`config.mk`:
```
export PLATFORM = sky130hd
export DESIGN_NAME = sfdp_basic_table_decoder_top
export DESIGN_NICKNAME = d
export VERILOG_FILES = /design/src/rtl/sfdp_pkg.sv /design/src/rtl/sfdp_datapath.sv /design/src/rtl/sfdp_controller.sv /design/src/rtl/sfdp_basic_table_decoder_top.sv
export SDC_FILE = /design/constraint.sdc
export NUM_CORES = 1
export LEC_CHECK = 0
export BUFFER_PORTS_ARGS = -buffer_cell sky130_fd_sc_hd__buf_2
export CAP_MARGIN = 20
export CORE_ASPECT_RATIO = 1.75
export CORE_MARGIN = 2
export CORE_UTILIZATION = 45
export DETAILED_ROUTE_END_ITERATION = 12
export SYNTH_ARGS = -nofsm -noshare
export SYNTH_HDL_FRONTEND = slang
export SYNTH_HIERARCHICAL = 1
export SYNTH_SLANG_ARGS = --single-unit
```
`constraint.sdc`:
```
create_clock -name clk -period 6.85 [get_ports clk]
set_clock_uncertainty 0.05 [all_clocks]
set_input_delay 1.0275 -clock clk [delete_from_list [all_inputs] [get_ports clk]]
set_output_delay 1.0275 -clock clk [all_outputs]
set_load 0.01 [all_outputs]
```
`src/rtl/sfdp_pkg.sv`:
```
// shared constants, types and command struct for the sfdp basic table decoder
package sfdp_pkg;

    localparam int MAX_WORDS = 16;
    localparam int COUNT_W   = $clog2(MAX_WORDS + 1);

    typedef logic [COUNT_W-1:0] count_t;

    // table word positions that are kept
    localparam int IDX_FIRST   = 0;
    localparam int IDX_DENSITY = 1;
    localparam int IDX_ERASE_L = 7;
    localparam int IDX_ERASE_H = 8;
    localparam int IDX_PAGE    = 10;

    // table lengths that switch the decode
    localparam int LEN_ERASE_TABLE = 9;
    localparam int LEN_PAGE_WORD   = 11;

    localparam logic [23:0] CAP_MAX       = 24'hffffff;
    localparam logic [7:0]  LEGACY_ERASE  = 8'd12;
    localparam logic [3:0]  PAGE_LOG2_64  = 4'd6;
    localparam logic [3:0]  PAGE_LOG2_1   = 4'd0;
    localparam logic [1:0]  LEGACY_4K_OK  = 2'b01;

    // decode status codes
    localparam logic [1:0] STATUS_OK       = 2'd0;
    localparam logic [1:0] STATUS_NO_4K    = 2'd1;
    localparam logic [1:0] STATUS_NO_ERASE = 2'd2;

    typedef struct packed {
        logic capture;      // store the incoming word
        logic load_result;  // decode stored words into the output register, then clear
    } dp_cmd_t;

endpackage

```
`src/rtl/sfdp_datapath.sv`:
```
// word store, decode logic and result register
module sfdp_datapath (
    input  logic                  clk,
    input  logic                  rst_n,
    input  logic [31:0]           table_word,
    input  sfdp_pkg::dp_cmd_t     cmd,
    output logic [23:0]           capacity_bytes,
    output logic [3:0]            page_size_log2,
    output logic [7:0]            erase_size_log2,
    output logic [7:0]            erase_opcode,
    output logic [1:0]            decode_status
);

    sfdp_pkg::count_t word_count_reg, word_count_next;
    logic [31:0] first_word_reg, first_word_next;
    logic [31:0] density_word_reg, density_word_next;
    logic [31:0] erase_low_reg, erase_low_next;
    logic [31:0] erase_high_reg, erase_high_next;
    logic [31:0] page_word_reg, page_word_next;

    logic [23:0] cap_reg;
    logic [3:0]  page_reg;
    logic [7:0]  esz_reg;
    logic [7:0]  eop_reg;
    logic [1:0]  status_reg;

    logic [23:0] cap_calc;
    logic [3:0]  page_calc;
    logic [7:0]  esz_calc;
    logic [7:0]  eop_calc;
    logic [1:0]  status_calc;

    // word capture
    always_comb
    begin
        word_count_next   = word_count_reg;
        first_word_next   = first_word_reg;
        density_word_next = density_word_reg;
        erase_low_next    = erase_low_reg;
        erase_high_next   = erase_high_reg;
        page_word_next    = page_word_reg;
        if (cmd.load_result)
        begin
            word_count_next   = '0;
            first_word_next   = '0;
            density_word_next = '0;
            erase_low_next    = '0;
            erase_high_next   = '0;
            page_word_next    = '0;
        end
        else if (cmd.capture && (word_count_reg < sfdp_pkg::count_t'(sfdp_pkg::MAX_WORDS)))
        begin
            priority if (word_count_reg == sfdp_pkg::count_t'(sfdp_pkg::IDX_FIRST))
                first_word_next = table_word;
            else if (word_count_reg == sfdp_pkg::count_t'(sfdp_pkg::IDX_DENSITY))
                density_word_next = table_word;
            else if (word_count_reg == sfdp_pkg::count_t'(sfdp_pkg::IDX_ERASE_L))
                erase_low_next = table_word;
            else if (word_count_reg == sfdp_pkg::count_t'(sfdp_pkg::IDX_ERASE_H))
                erase_high_next = table_word;
            else if (word_count_reg == sfdp_pkg::count_t'(sfdp_pkg::IDX_PAGE))
                page_word_next = table_word;
            else
                first_word_next = first_word_reg;
            word_count_next = word_count_reg + 1'b1;
        end
    end

    // capacity
    logic [30:0] dens_low;
    logic [31:0] bits_plus_one;
    logic [28:0] bytes_lin;
    logic [4:0]  exp_shift;

    always_comb
    begin
        dens_low      = density_word_reg[30:0];
        bits_plus_one = {1'b0, dens_low} + 32'd1;
        bytes_lin     = bits_plus_one[31:3];
        exp_shift     = dens_low[4:0] - 5'd3;
        if (density_word_reg[31])
        begin
            priority if (dens_low < 31'd3)
                cap_calc = '0;
            else if (dens_low >= 31'd27)
                cap_calc = sfdp_pkg::CAP_MAX;
            else
                cap_calc = 24'd1 << exp_shift;
        end
        else if (bytes_lin > {5'd0, sfdp_pkg::CAP_MAX})
            cap_calc = sfdp_pkg::CAP_MAX;
        else
            cap_calc = bytes_lin[23:0];
    end

    // page size and erase choice
    logic [15:0] entry [4];
    logic        found;

    always_comb
    begin
        entry[0] = erase_low_reg[31:16];
        entry[1] = erase_low_reg[15:0];
        entry[2] = erase_high_reg[31:16];
        entry[3] = erase_high_reg[15:0];

        if (word_count_reg >= sfdp_pkg::count_t'(sfdp_pkg::LEN_PAGE_WORD))
            page_calc = page_word_reg[7:4];
        else if (first_word_reg[2])
            page_calc = sfdp_pkg::PAGE_LOG2_64;
        else
            page_calc = sfdp_pkg::PAGE_LOG2_1;

        esz_calc    = '0;
        eop_calc    = '0;
        status_calc = sfdp_pkg::STATUS_OK;
        found       = 1'b0;
        if (word_count_reg < sfdp_pkg::count_t'(sfdp_pkg::LEN_ERASE_TABLE))
        begin
            if (first_word_reg[1:0] == sfdp_pkg::LEGACY_4K_OK)
            begin
                esz_calc = sfdp_pkg::LEGACY_ERASE;
                eop_calc = first_word_reg[15:8];
            end
            else
                status_calc = sfdp_pkg::STATUS_NO_4K;
        end
        else
        begin
            // earliest entry wins on equal size
            for (int i = 0; i < 4; i++)
            begin
                if ((entry[i][7:0] != 8'd0) && (!found || (entry[i][7:0] < esz_calc)))
                begin
                    esz_calc = entry[i][7:0];
                    eop_calc = entry[i][15:8];
                    found    = 1'b1;
                end
            end
            if (!found)
                status_calc = sfdp_pkg::STATUS_NO_ERASE;
        end
    end

    always_ff @(posedge clk or negedge rst_n)
    begin
        if (!rst_n)
        begin
            word_count_reg   <= '0;
            first_word_reg   <= '0;
            density_word_reg <= '0;
            erase_low_reg    <= '0;
            erase_high_reg   <= '0;
            page_word_reg    <= '0;
        end
        else
        begin
            word_count_reg   <= word_count_next;
            first_word_reg   <= first_word_next;
            density_word_reg <= density_word_next;
            erase_low_reg    <= erase_low_next;
            erase_high_reg   <= erase_high_next;
            page_word_reg    <= page_word_next;
        end
    end

    always_ff @(posedge clk)
    begin
        if (cmd.load_result)
        begin
            cap_reg    <= cap_calc;
            page_reg   <= page_calc;
            esz_reg    <= esz_calc;
            eop_reg    <= eop_calc;
            status_reg <= status_calc;
        end
    end

    assign capacity_bytes  = cap_reg;
    assign page_size_log2  = page_reg;
    assign erase_size_log2 = esz_reg;
    assign erase_opcode    = eop_reg;
    assign decode_status   = status_reg;

endmodule

```
`src/rtl/sfdp_controller.sv`:
```
// handshake control: word capture, decode step and output valid
module sfdp_controller (
    input  logic               clk,
    input  logic               rst_n,
    input  logic               in_valid,
    input  logic               last_word,
    output logic               in_ready,
    output logic               out_valid,
    input  logic               out_ready,
    output sfdp_pkg::dp_cmd_t  cmd
);

    localparam logic ST_COLLECT = 1'b0;
    localparam logic ST_DECODE  = 1'b1;

    logic state_reg, state_next;
    logic out_valid_reg, out_valid_next;
    logic word_take;
    logic out_free;

    assign in_ready  = (state_reg == ST_COLLECT);
    assign word_take = in_valid && in_ready;
    assign out_free  = !out_valid_reg || out_ready;

    always_comb
    begin
        cmd.capture     = word_take;
        cmd.load_result = (state_reg == ST_DECODE) && out_free;
        state_next      = state_reg;
        out_valid_next  = out_valid_reg && !out_ready;
        unique case (state_reg)
            ST_COLLECT:
            begin
                if (word_take && last_word)
                    state_next = ST_DECODE;
            end
            ST_DECODE:
            begin
                // wait for the result register to drain before loading
                if (out_free)
                begin
                    state_next     = ST_COLLECT;
                    out_valid_next = 1'b1;
                end
            end
            default:
                state_next = ST_COLLECT;
        endcase
    end

    always_ff @(posedge clk or negedge rst_n)
    begin
        if (!rst_n)
        begin
            state_reg     <= ST_COLLECT;
            out_valid_reg <= 1'b0;
        end
        else
        begin
            state_reg     <= state_next;
            out_valid_reg <= out_valid_next;
        end
    end

    assign out_valid = out_valid_reg;

    a_last_goes_decode: assert property (@(posedge clk) disable iff (!rst_n)
        (in_valid && in_ready && last_word) |=> (state_reg == ST_DECODE))
        else $error("last word did not start decode");

    a_decode_loads: assert property (@(posedge clk) disable iff (!rst_n)
        ((state_reg == ST_DECODE) && (!out_valid || out_ready))
            |=> (out_valid && (state_reg == ST_COLLECT)))
        else $error("decode did not present a result");

    a_result_not_lost: assert property (@(posedge clk) disable iff (!rst_n)
        $fell(out_valid) |-> $past(out_ready))
        else $error("result dropped without handshake");

    a_mid_word_stays: assert property (@(posedge clk) disable iff (!rst_n)
        (in_valid && in_ready && !last_word) |=> (state_reg == ST_COLLECT))
        else $error("non-final word left collect state");

endmodule

```
`src/rtl/sfdp_basic_table_decoder_top.sv`:
```
// top level of the sfdp basic parameter table decoder
//
// input channel: one 32-bit table word per handshake (in_valid/in_ready),
// last_word marks the final word of a table. words 0, 1, 7, 8 and 10 are
// kept; words past the sixteenth are dropped but a last mark on them counts.
// output channel: one result per table (out_valid/out_ready) with capacity,
// page size, smallest erase size and opcode, and a status code.
// a non-final word leaves in_ready high for the next word; the final word is
// followed by the decode step, which waits until the result register is free,
// then loads it and raises out_valid.
// while a result waits in the output register the next table's words are
// still taken; only the next decode step stalls until the result is taken,
// and in_ready is low during that step.
// reset: word store cleared, no result pending, input ready.
module sfdp_basic_table_decoder_top (
    input  logic        clk,
    input  logic        rst_n,
    input  logic        in_valid,
    output logic        in_ready,
    input  logic [31:0] table_word,
    input  logic        last_word,
    output logic        out_valid,
    input  logic        out_ready,
    output logic [23:0] capacity_bytes,
    output logic [3:0]  page_size_log2,
    output logic [7:0]  erase_size_log2,
    output logic [7:0]  erase_opcode,
    output logic [1:0]  decode_status
);

    sfdp_pkg::dp_cmd_t cmd;

    sfdp_controller u_ctrl (
        .clk       (clk),
        .rst_n     (rst_n),
        .in_valid  (in_valid),
        .last_word (last_word),
        .in_ready  (in_ready),
        .out_valid (out_valid),
        .out_ready (out_ready),
        .cmd       (cmd)
    );

    sfdp_datapath u_dp (
        .clk             (clk),
        .rst_n           (rst_n),
        .table_word      (table_word),
        .cmd             (cmd),
        .capacity_bytes  (capacity_bytes),
        .page_size_log2  (page_size_log2),
        .erase_size_log2 (erase_size_log2),
        .erase_opcode    (erase_opcode),
        .decode_status   (decode_status)
    );

endmodule

```
# Word-level counts from Yosys, hierarchy flattened
# Index checks and enable logic that the tools add are counted.
# Widths: inputs -> output; s select.
[totals]
regBits = 173
in_bits = 37
output_inout_bits = 48
wordCells = 133
[op_classes]
add_sub_neg = 3
magnitude_cmp = 9
n_eq_ne = 9
shifts = 1
n_mux = 64
n_bitwise = 1
reduce_logical = 33
[ops]
columns = ["operator", "count"]
rows = [
  ["$mux 32", 15],
  ["$mux 8", 21],
  ["$mux 24", 4],
  ["$mux 16", 3],
  ["$add 31x1->32 const B", 1],
  ["$reduce_bool 8->1", 4],
  ["$ge 31x5->1 const B", 1],
  ["$lt 31x2->1 const B", 1],
  ["$gt 29x24->1 const B", 1],
  ["$lt 8x8->1", 3],
  ["$shl 1x5->24 const A", 1],
  ["$mux 1", 13],
  ["$reduce_bool 2->1", 6],
  ["$eq 5x4->1 const B", 2],
  ["$mux 5", 2],
  ["$logic_and 1x1->1", 8],
  ["$mux 4", 2],
  ["$ne 2x2->1 const B", 4],
  ["$reduce_and 6->1", 1],
  ["$add 5x1->5 const B", 1],
  ["$eq 5x1->1 const B", 1],
  ["$eq 5x3->1 const B", 1],
  ["$ge 5x4->1 const B", 1],
  ["$logic_not 1->1", 5],
  ["other kinds (14)", 18],
]

# Longest topological paths before layout
[logic_depth]
ltp_word = 20
mapped_depth = 28
ltp_nobuf = 24

# Cells and area by module
# Netlist, hierarchy kept.
[by_module_without_submodules]
columns = ["mod", "n_inst", "cells_per_inst", "area_each_um2", "seq_area_each_um2"]
rows = [
  ["sfdp_datapath", 1, 968, 8683.3, 4284.1],
  ["sfdp_controller", 1, 9, 108.9, 50.0],
]

# Least setup slack after synthesis
# No wires, ideal clock.
[synth_timing]
kind = "flip-flop to flip-flop"
from = "register u_dp.erase_low_reg[2]"
to = "register u_dp.esz_reg[3] (netlist: u_dp/erase_size_log2[3]) (data pin)"
setup_time_ns = 0.261
t_arrival_ns = 4.986
t_required_ns = 6.539
slack_ns = 1.553
path_stages_with_launch = 25
n_path_buf = 4
period_less_slack_ns = 5.297
cell_sequence = "dfrtp_1 ha_1 nor4_1 o21ai_1 a31o_2 a21o_1 clkbuf_1 buf_2 mux2i_1 ha_1 nand4_1 o21bai_1 o21ai_0 o211ai_2 buf_6 clkbuf_1 o21ai_0 ha_1 or4_1 a211oi_1 and2_1 o21a_1 a31oi_2 nor3b_1 a311o_1"
[synth_between]
elab_chain_len = 15
elab_cells_between_ends = 22
cone_classes = "3 x order compare; 10 x mux; 9 x reduce/logical"
[synth_rtl]
columns = ["item", "line_no", "source"]
rows = [
  ["start, declared", "sfdp_datapath.sv:17", "logic [31:0] erase_low_reg, erase_low_next;"],
  ["start signal, assigned", "sfdp_datapath.sv:161", "erase_low_reg <= erase_low_next;"],
  ["$lt 8x8->1", "sfdp_datapath.sv:133", "if ((entry[i][7:0] != 8'd0) && (!found || (entry[i][7:0] < esz_calc)))"],
  ["$logic_or 1x1->1", "sfdp_datapath.sv:133", ""],
  ["$logic_and 1x1->1", "sfdp_datapath.sv:133", ""],
  ["$mux 8 / $mux 1 (equally long branches)", "sfdp_datapath.sv:133", ""],
  ["$mux 8 / $mux 1 (equally long branches)", "sfdp_datapath.sv:118", "if (word_count_reg < sfdp_pkg::count_t'(sfdp_pkg::LEN_ERASE_TABLE))"],
  ["$lt 8x8->1 / $logic_not 1->1 (equally long branches)", "sfdp_datapath.sv:133", ""],
  ["$logic_or 1x1->1", "sfdp_datapath.sv:133", ""],
  ["$logic_and 1x1->1", "sfdp_datapath.sv:133", ""],
  ["$mux 8 / $mux 1 (equally long branches)", "sfdp_datapath.sv:133", ""],
  ["$mux 8 / $mux 1 (equally long branches)", "sfdp_datapath.sv:118", ""],
  ["$lt 8x8->1 / $logic_not 1->1 (equally long branches)", "sfdp_datapath.sv:133", ""],
  ["$logic_or 1x1->1", "sfdp_datapath.sv:133", ""],
  ["$logic_and 1x1->1", "sfdp_datapath.sv:133", ""],
  ["$mux 8 *", "sfdp_datapath.sv:133", ""],
  ["$mux 8 *", "sfdp_datapath.sv:118", ""],
  ["net u_dp.esz_calc[3]", "sfdp_datapath.sv:29", "logic [7:0] esz_calc;"],
  ["end signal, assigned", "sfdp_datapath.sv:173", "esz_reg <= esz_calc;"],
  ["end, declared", "sfdp_datapath.sv:23", "logic [7:0] esz_reg;"],
]
# The timed path passes the listed nets; every way through them passes the cells marked *. The select of a mux whose other input is x is not followed.
# A chain may end at the register's enable or synchronous reset.

# Final worst setup path
[layout_timing]
from = "register u_dp.erase_low_reg[19]"
to = "register u_dp.esz_reg[3] (netlist: u_dp/erase_size_log2[3]) (data pin)"
[layout_between]
elab_chain_len = 18
elab_cells_between_ends = 27
cone_classes = "3 x order compare; 14 x mux; 10 x reduce/logical"
[layout_rtl]
columns = ["item", "line_no"]
rows = [
  ["$reduce_bool 8->1", "sfdp_datapath.sv:133"],
  ["$mux 8 / $mux 1 (equally long branches)", "sfdp_datapath.sv:133"],
  ["$mux 8 / $mux 1 (equally long branches)", "sfdp_datapath.sv:118"],
  ["$lt 8x8->1 / $logic_not 1->1 (equally long branches)", "sfdp_datapath.sv:133"],
  ["$logic_or 1x1->1", "sfdp_datapath.sv:133"],
  ["$logic_and 1x1->1", "sfdp_datapath.sv:133"],
  ["$mux 8 / $mux 1 (equally long branches)", "sfdp_datapath.sv:133"],
  ["$mux 8 / $mux 1 (equally long branches)", "sfdp_datapath.sv:118"],
  ["(+3 left out)", "-"],
  ["$mux 8 / $mux 1 (equally long branches)", "sfdp_datapath.sv:133"],
  ["$mux 8 / $mux 1 (equally long branches)", "sfdp_datapath.sv:118"],
  ["$lt 8x8->1 / $logic_not 1->1 (equally long branches)", "sfdp_datapath.sv:133"],
  ["$logic_or 1x1->1", "sfdp_datapath.sv:133"],
  ["$logic_and 1x1->1", "sfdp_datapath.sv:133"],
  ["$mux 8 *", "sfdp_datapath.sv:133"],
  ["$mux 8 *", "sfdp_datapath.sv:118"],
  ["net u_dp.esz_calc[3]", "sfdp_datapath.sv:29"],
]
# Marked as above.

==> load_flow_metrics.sql <==
INSERT INTO impl_metrics (metric_group, metric, value, unit) VALUES
('run_status', 'run_status', 'finished clean', ''),
('finish', 'final_cell_area', '0.00998', 'sq mm'),
('placed_design', 'dp_hpwl', '19100', 'um'),
('sta', 'final_max_slew_viol_count', '0', ''),
('routing', 'wire_length_per_cell', '20.2', 'um'),
('yosys', 'synth.distinct_cells', '67', ''),
('die', 'floorplan.core_area', '0.0192', 'sq mm'),
('clock_network', 'cts_post_setup_buffers_inserted', '0', ''),
('sta', 'setup_viols_final', '0', ''),
('routing', 'post_drt_via_cell_ratio', '5.72', ''),
('yosys', 'synth-edff-count', '46', ''),
('yosys', 'ys_ff_latch', '164', ''),
('clock_network', 'clk_latency', '0.43', 'ns'),
('routing', 'drc', '0', ''),
('hold_path', 'classification_of_the_worst_slack_hold_path', 'flip-flop to flip-flop', ''),
('hold_path', 'min_path_cells', '2', ''),
('routing', 'drtPass1Iterations', '5', ''),
('routing', 'drt-initial-drc-count', '433', ''),
('yosys', 'synth_compound_gate_area_share', '17.9', '%'),
('finish', 'layout.nets', '1091', ''),
('yosys', 'synth_mux_area_share', '1.20', '%'),
('global_route', 'global_route_usage_over_all_layers', '26.0', '%'),
('clock_network', 'worst_setup_hold_path_clk_slew', '0.07', 'ns'),
('finish', 'syn_to_final_growth', '13.6', '%'),
('yosys', 'yosysWarningCount', '6', ''),
('worst_setup_path', 'crit_path_max_fanout', '22', ''),
('routing', 'route.final.wire_length', '26000', 'um'),
('clock_network', 'max-clock-path-buffers', '2', ''),
('worst_setup_path', 'worst-endpoint-arrival', '6.33', 'ns'),
('run', 'timing.max_cap.violations', '0', ''),
('yosys', 'main_combinational_cell_family_by_area_after_synthesis', 'simple AND/OR/NAND/NOR gates', ''),
('die', 'floorplan.rows', '67', ''),
('yosys', 'synth_simple_gate_area_share', '21.4', '%'),
('placed_design', 'place_inst', '1251', ''),
('sta', 'clock.fmax', '0.161', 'GHz'),
('yosys', 'synthFlopType', 'sky130_fd_sc_hd__dfrtp_1', ''),
('finish', 'layout_common_cells', '243 x sky130_fd_sc_hd__nand2_1, 118 x sky130_fd_sc_hd__dfrtp_1, 90 x sky130_fd_sc_hd__a21oi_1, 83 x sky130_fd_sc_hd__buf_2, 60 x sky130_fd_sc_hd__o21ai_0', ''),
('clock_network', 'cts_made_buffers', '17', ''),
('finish', 'nFillCells', '1862', ''),
('sta', 'final_hold_viol_count', '0', ''),
('yosys', 'share_of_the_synthesized_netlist_area_taken_by_xor_and_xnor_gates', '2.19', '%'),
('placed_design', 'placement.setup.worst_slack', '0.725', 'ns'),
('finish', 'mostFrequentLayoutCell', 'sky130_fd_sc_hd__nand2_1', ''),
('yosys', 'synth_fa_ha_area_share', '3.56', '%'),
('worst_setup_path', 'timing.setup.critical_path_class', 'flip-flop to flip-flop', ''),
('clock_network', 'clock_root_cell', 'sky130_fd_sc_hd__clkbuf_16', ''),
('global_route', 'grt-ovfl-total', '0', ''),
('worst_setup_path', 'cells_on_worst_reg2reg_path', '22', ''),
('finish', 'diodes', '0', ''),
('worst_setup_path', 'critPathLaunchType', 'flip-flop', ''),
('yosys', 'combined_area_of_all_synthesized_cells', '0.00879', 'sq mm'),
('global_route', 'grt_start_max_net_pins', '82', ''),
('die', 'floorplan.initialDensity', '45.8', '%'),
('die', 'die_area', '0.0207', 'sq mm'),
('sta', 'setup_slack', '0.655', 'ns'),
('yosys', 'synth_seq_area_share', '49.3', '%'),
('clock_network', 'cts-hold-fix-buffers', '0', ''),
('sta', 'layout_worst_path_cycle_share', '90.4', '%'),
('clock_network', 'cts_sinks', '164', ''),
('placed_design', 'post_dp_cell_area', '0.00937', 'sq mm'),
('sta', 'rsz0062_at_grt', 'false', ''),
('yosys', 'postSynthNetCount', '1039', ''),
('sta', 'timing_worst_slew_pin_value', '1.13', 'ns'),
('clock_network', 'cts.repair.resized', '0', ''),
('die', 'die_height', '189', 'um'),
('yosys', 'postSynth.asyncResetShare', '72.0', '%'),
('die', 'ios', '85', ''),
('global_route', 'grt_pass1_wl', '40200', 'um'),
('die', 'die-width', '110', 'um'),
('finish', 'drive_gt1_share', '14.8', '%'),
('placed_design', 'gpl.final_weighted_congestion', '0.896', '');
-- synth_stat cells (11+ instances only) --
master,n,area [sq um]
sky130_fd_sc_hd__o21ai_0,60,300
sky130_fd_sc_hd__nand2b_1,34,213
sky130_fd_sc_hd__dfrtp_1,118,2950
sky130_fd_sc_hd__nor3_1,11,55.1
sky130_fd_sc_hd__o211ai_1,17,128
sky130_fd_sc_hd__clkbuf_1,53,199
sky130_fd_sc_hd__nand2_1,243,912
sky130_fd_sc_hd__nor2_1,38,143
sky130_fd_sc_hd__xnor2_1,14,123
sky130_fd_sc_hd__nor4_1,13,81.3
sky130_fd_sc_hd__edfxtp_1,46,1380
sky130_fd_sc_hd__a21oi_1,90,450
sky130_fd_sc_hd__a22oi_1,12,90.1
sky130_fd_sc_hd__inv_1,32,120
sky130_fd_sc_hd__nand3_1,16,80.1
sky130_fd_sc_hd__ha_1,25,313
-- power breakdown --
group	total, mW	internal (mW)	leakage, nW	switching, mW
clock network	1.01	0.606	0.297	0.407
logic	1.79	0.694	1.88	1.10
registers	1.65	1.35	2.01	0.303
total	4.46	2.65	4.19	1.81
-- layout make-up --
| class | instances | area (sq um) | share of cell area (%) |
|---|---|---|---|
| well taps | 241 | 302 | 3.02 |
| clock inverters | 11 | 146 | 1.47 |
| multi-input cells | 717 | 4090 | 41.0 |
| flip-flops and latches | 164 | 4330 | 43.4 |
| repair buffers | 97 | 520 | 5.21 |
| inverters | 32 | 120 | 1.20 |
| clock buffers | 21 | 472 | 4.72 |
-- per-stage QoR --
step	hold WS [ns]	util, %	total power, mW
2_1_floorplan	0.396	-	2.89
3_3_place_gp	0.410	48.8	3.41
3_5_place_dp	0.420	48.8	3.44
4_1_cts	0.434	52.0	4.46
5_1_grt	0.453	52.0	4.74
6_report	0.442	52.0	4.46
-- final timing paths --
path	startpoint	end	slack, ns
hold / removal	u_dp/erase_high_reg[8]	u_dp/erase_high_reg[8]	0.44
setup reg to reg	u_dp/erase_low_reg[19]	u_dp/erase_size_log2[3]	0.65
setup / recovery	u_dp/erase_low_reg[19]	u_dp/erase_size_log2[3]	0.65
min in group asynchronous	rst_n	u_dp/density_word_reg[29]	0.60
max in group asynchronous	rst_n	u_dp/erase_low_reg[9]	4.82
hold reg to reg	u_dp/erase_high_reg[8]	u_dp/erase_high_reg[8]	0.44
-- worst max-delay path, stage by stage (launching register included) --
cell and delay (ns):
sky130_fd_sc_hd__dfrtp_1 0.43, sky130_fd_sc_hd__inv_1 0.07, sky130_fd_sc_hd__ha_1 0.19, sky130_fd_sc_hd__nor4_1 0.25, sky130_fd_sc_hd__o21ai_1 0.13, sky130_fd_sc_hd__a31o_2 0.29, sky130_fd_sc_hd__a21o_1 0.32, sky130_fd_sc_hd__mux2i_1 0.28
sky130_fd_sc_hd__ha_1 0.29, sky130_fd_sc_hd__a21oi_1 0.16, sky130_fd_sc_hd__o21ai_0 0.15, sky130_fd_sc_hd__o21ai_0 0.30, sky130_fd_sc_hd__o211ai_2 0.34, sky130_fd_sc_hd__buf_4 0.33, sky130_fd_sc_hd__nand2_1 0.10, sky130_fd_sc_hd__o21ai_0 0.09
sky130_fd_sc_hd__ha_1 0.20, sky130_fd_sc_hd__or4_1 0.42, sky130_fd_sc_hd__a211oi_1 0.35, sky130_fd_sc_hd__and2_1 0.20, sky130_fd_sc_hd__a31oi_2 0.39, sky130_fd_sc_hd__nor3b_1 0.29, sky130_fd_sc_hd__a311o_1 0.32
-- layer usage --
layer  part of all wire (%)  vias up  GRT usage, %
met4                    5.9        0          14.8
li1                       -     3499             -
met5                      0        -             0
met3                    2.4       67          3.13
met1                     37     3595          27.7
met2                     55      183          47.8
-- kinds of logic after synthesis --
group,count (synthesis)
multiplexers,10
adder cells (fa/ha/maj),25
AO/OA/AOI/OAI,254
AND/OR/NAND/NOR,406
buffers and inverters,96
XOR/XNOR,22
flip-flops,164
(Power assumes the default switching activity.)
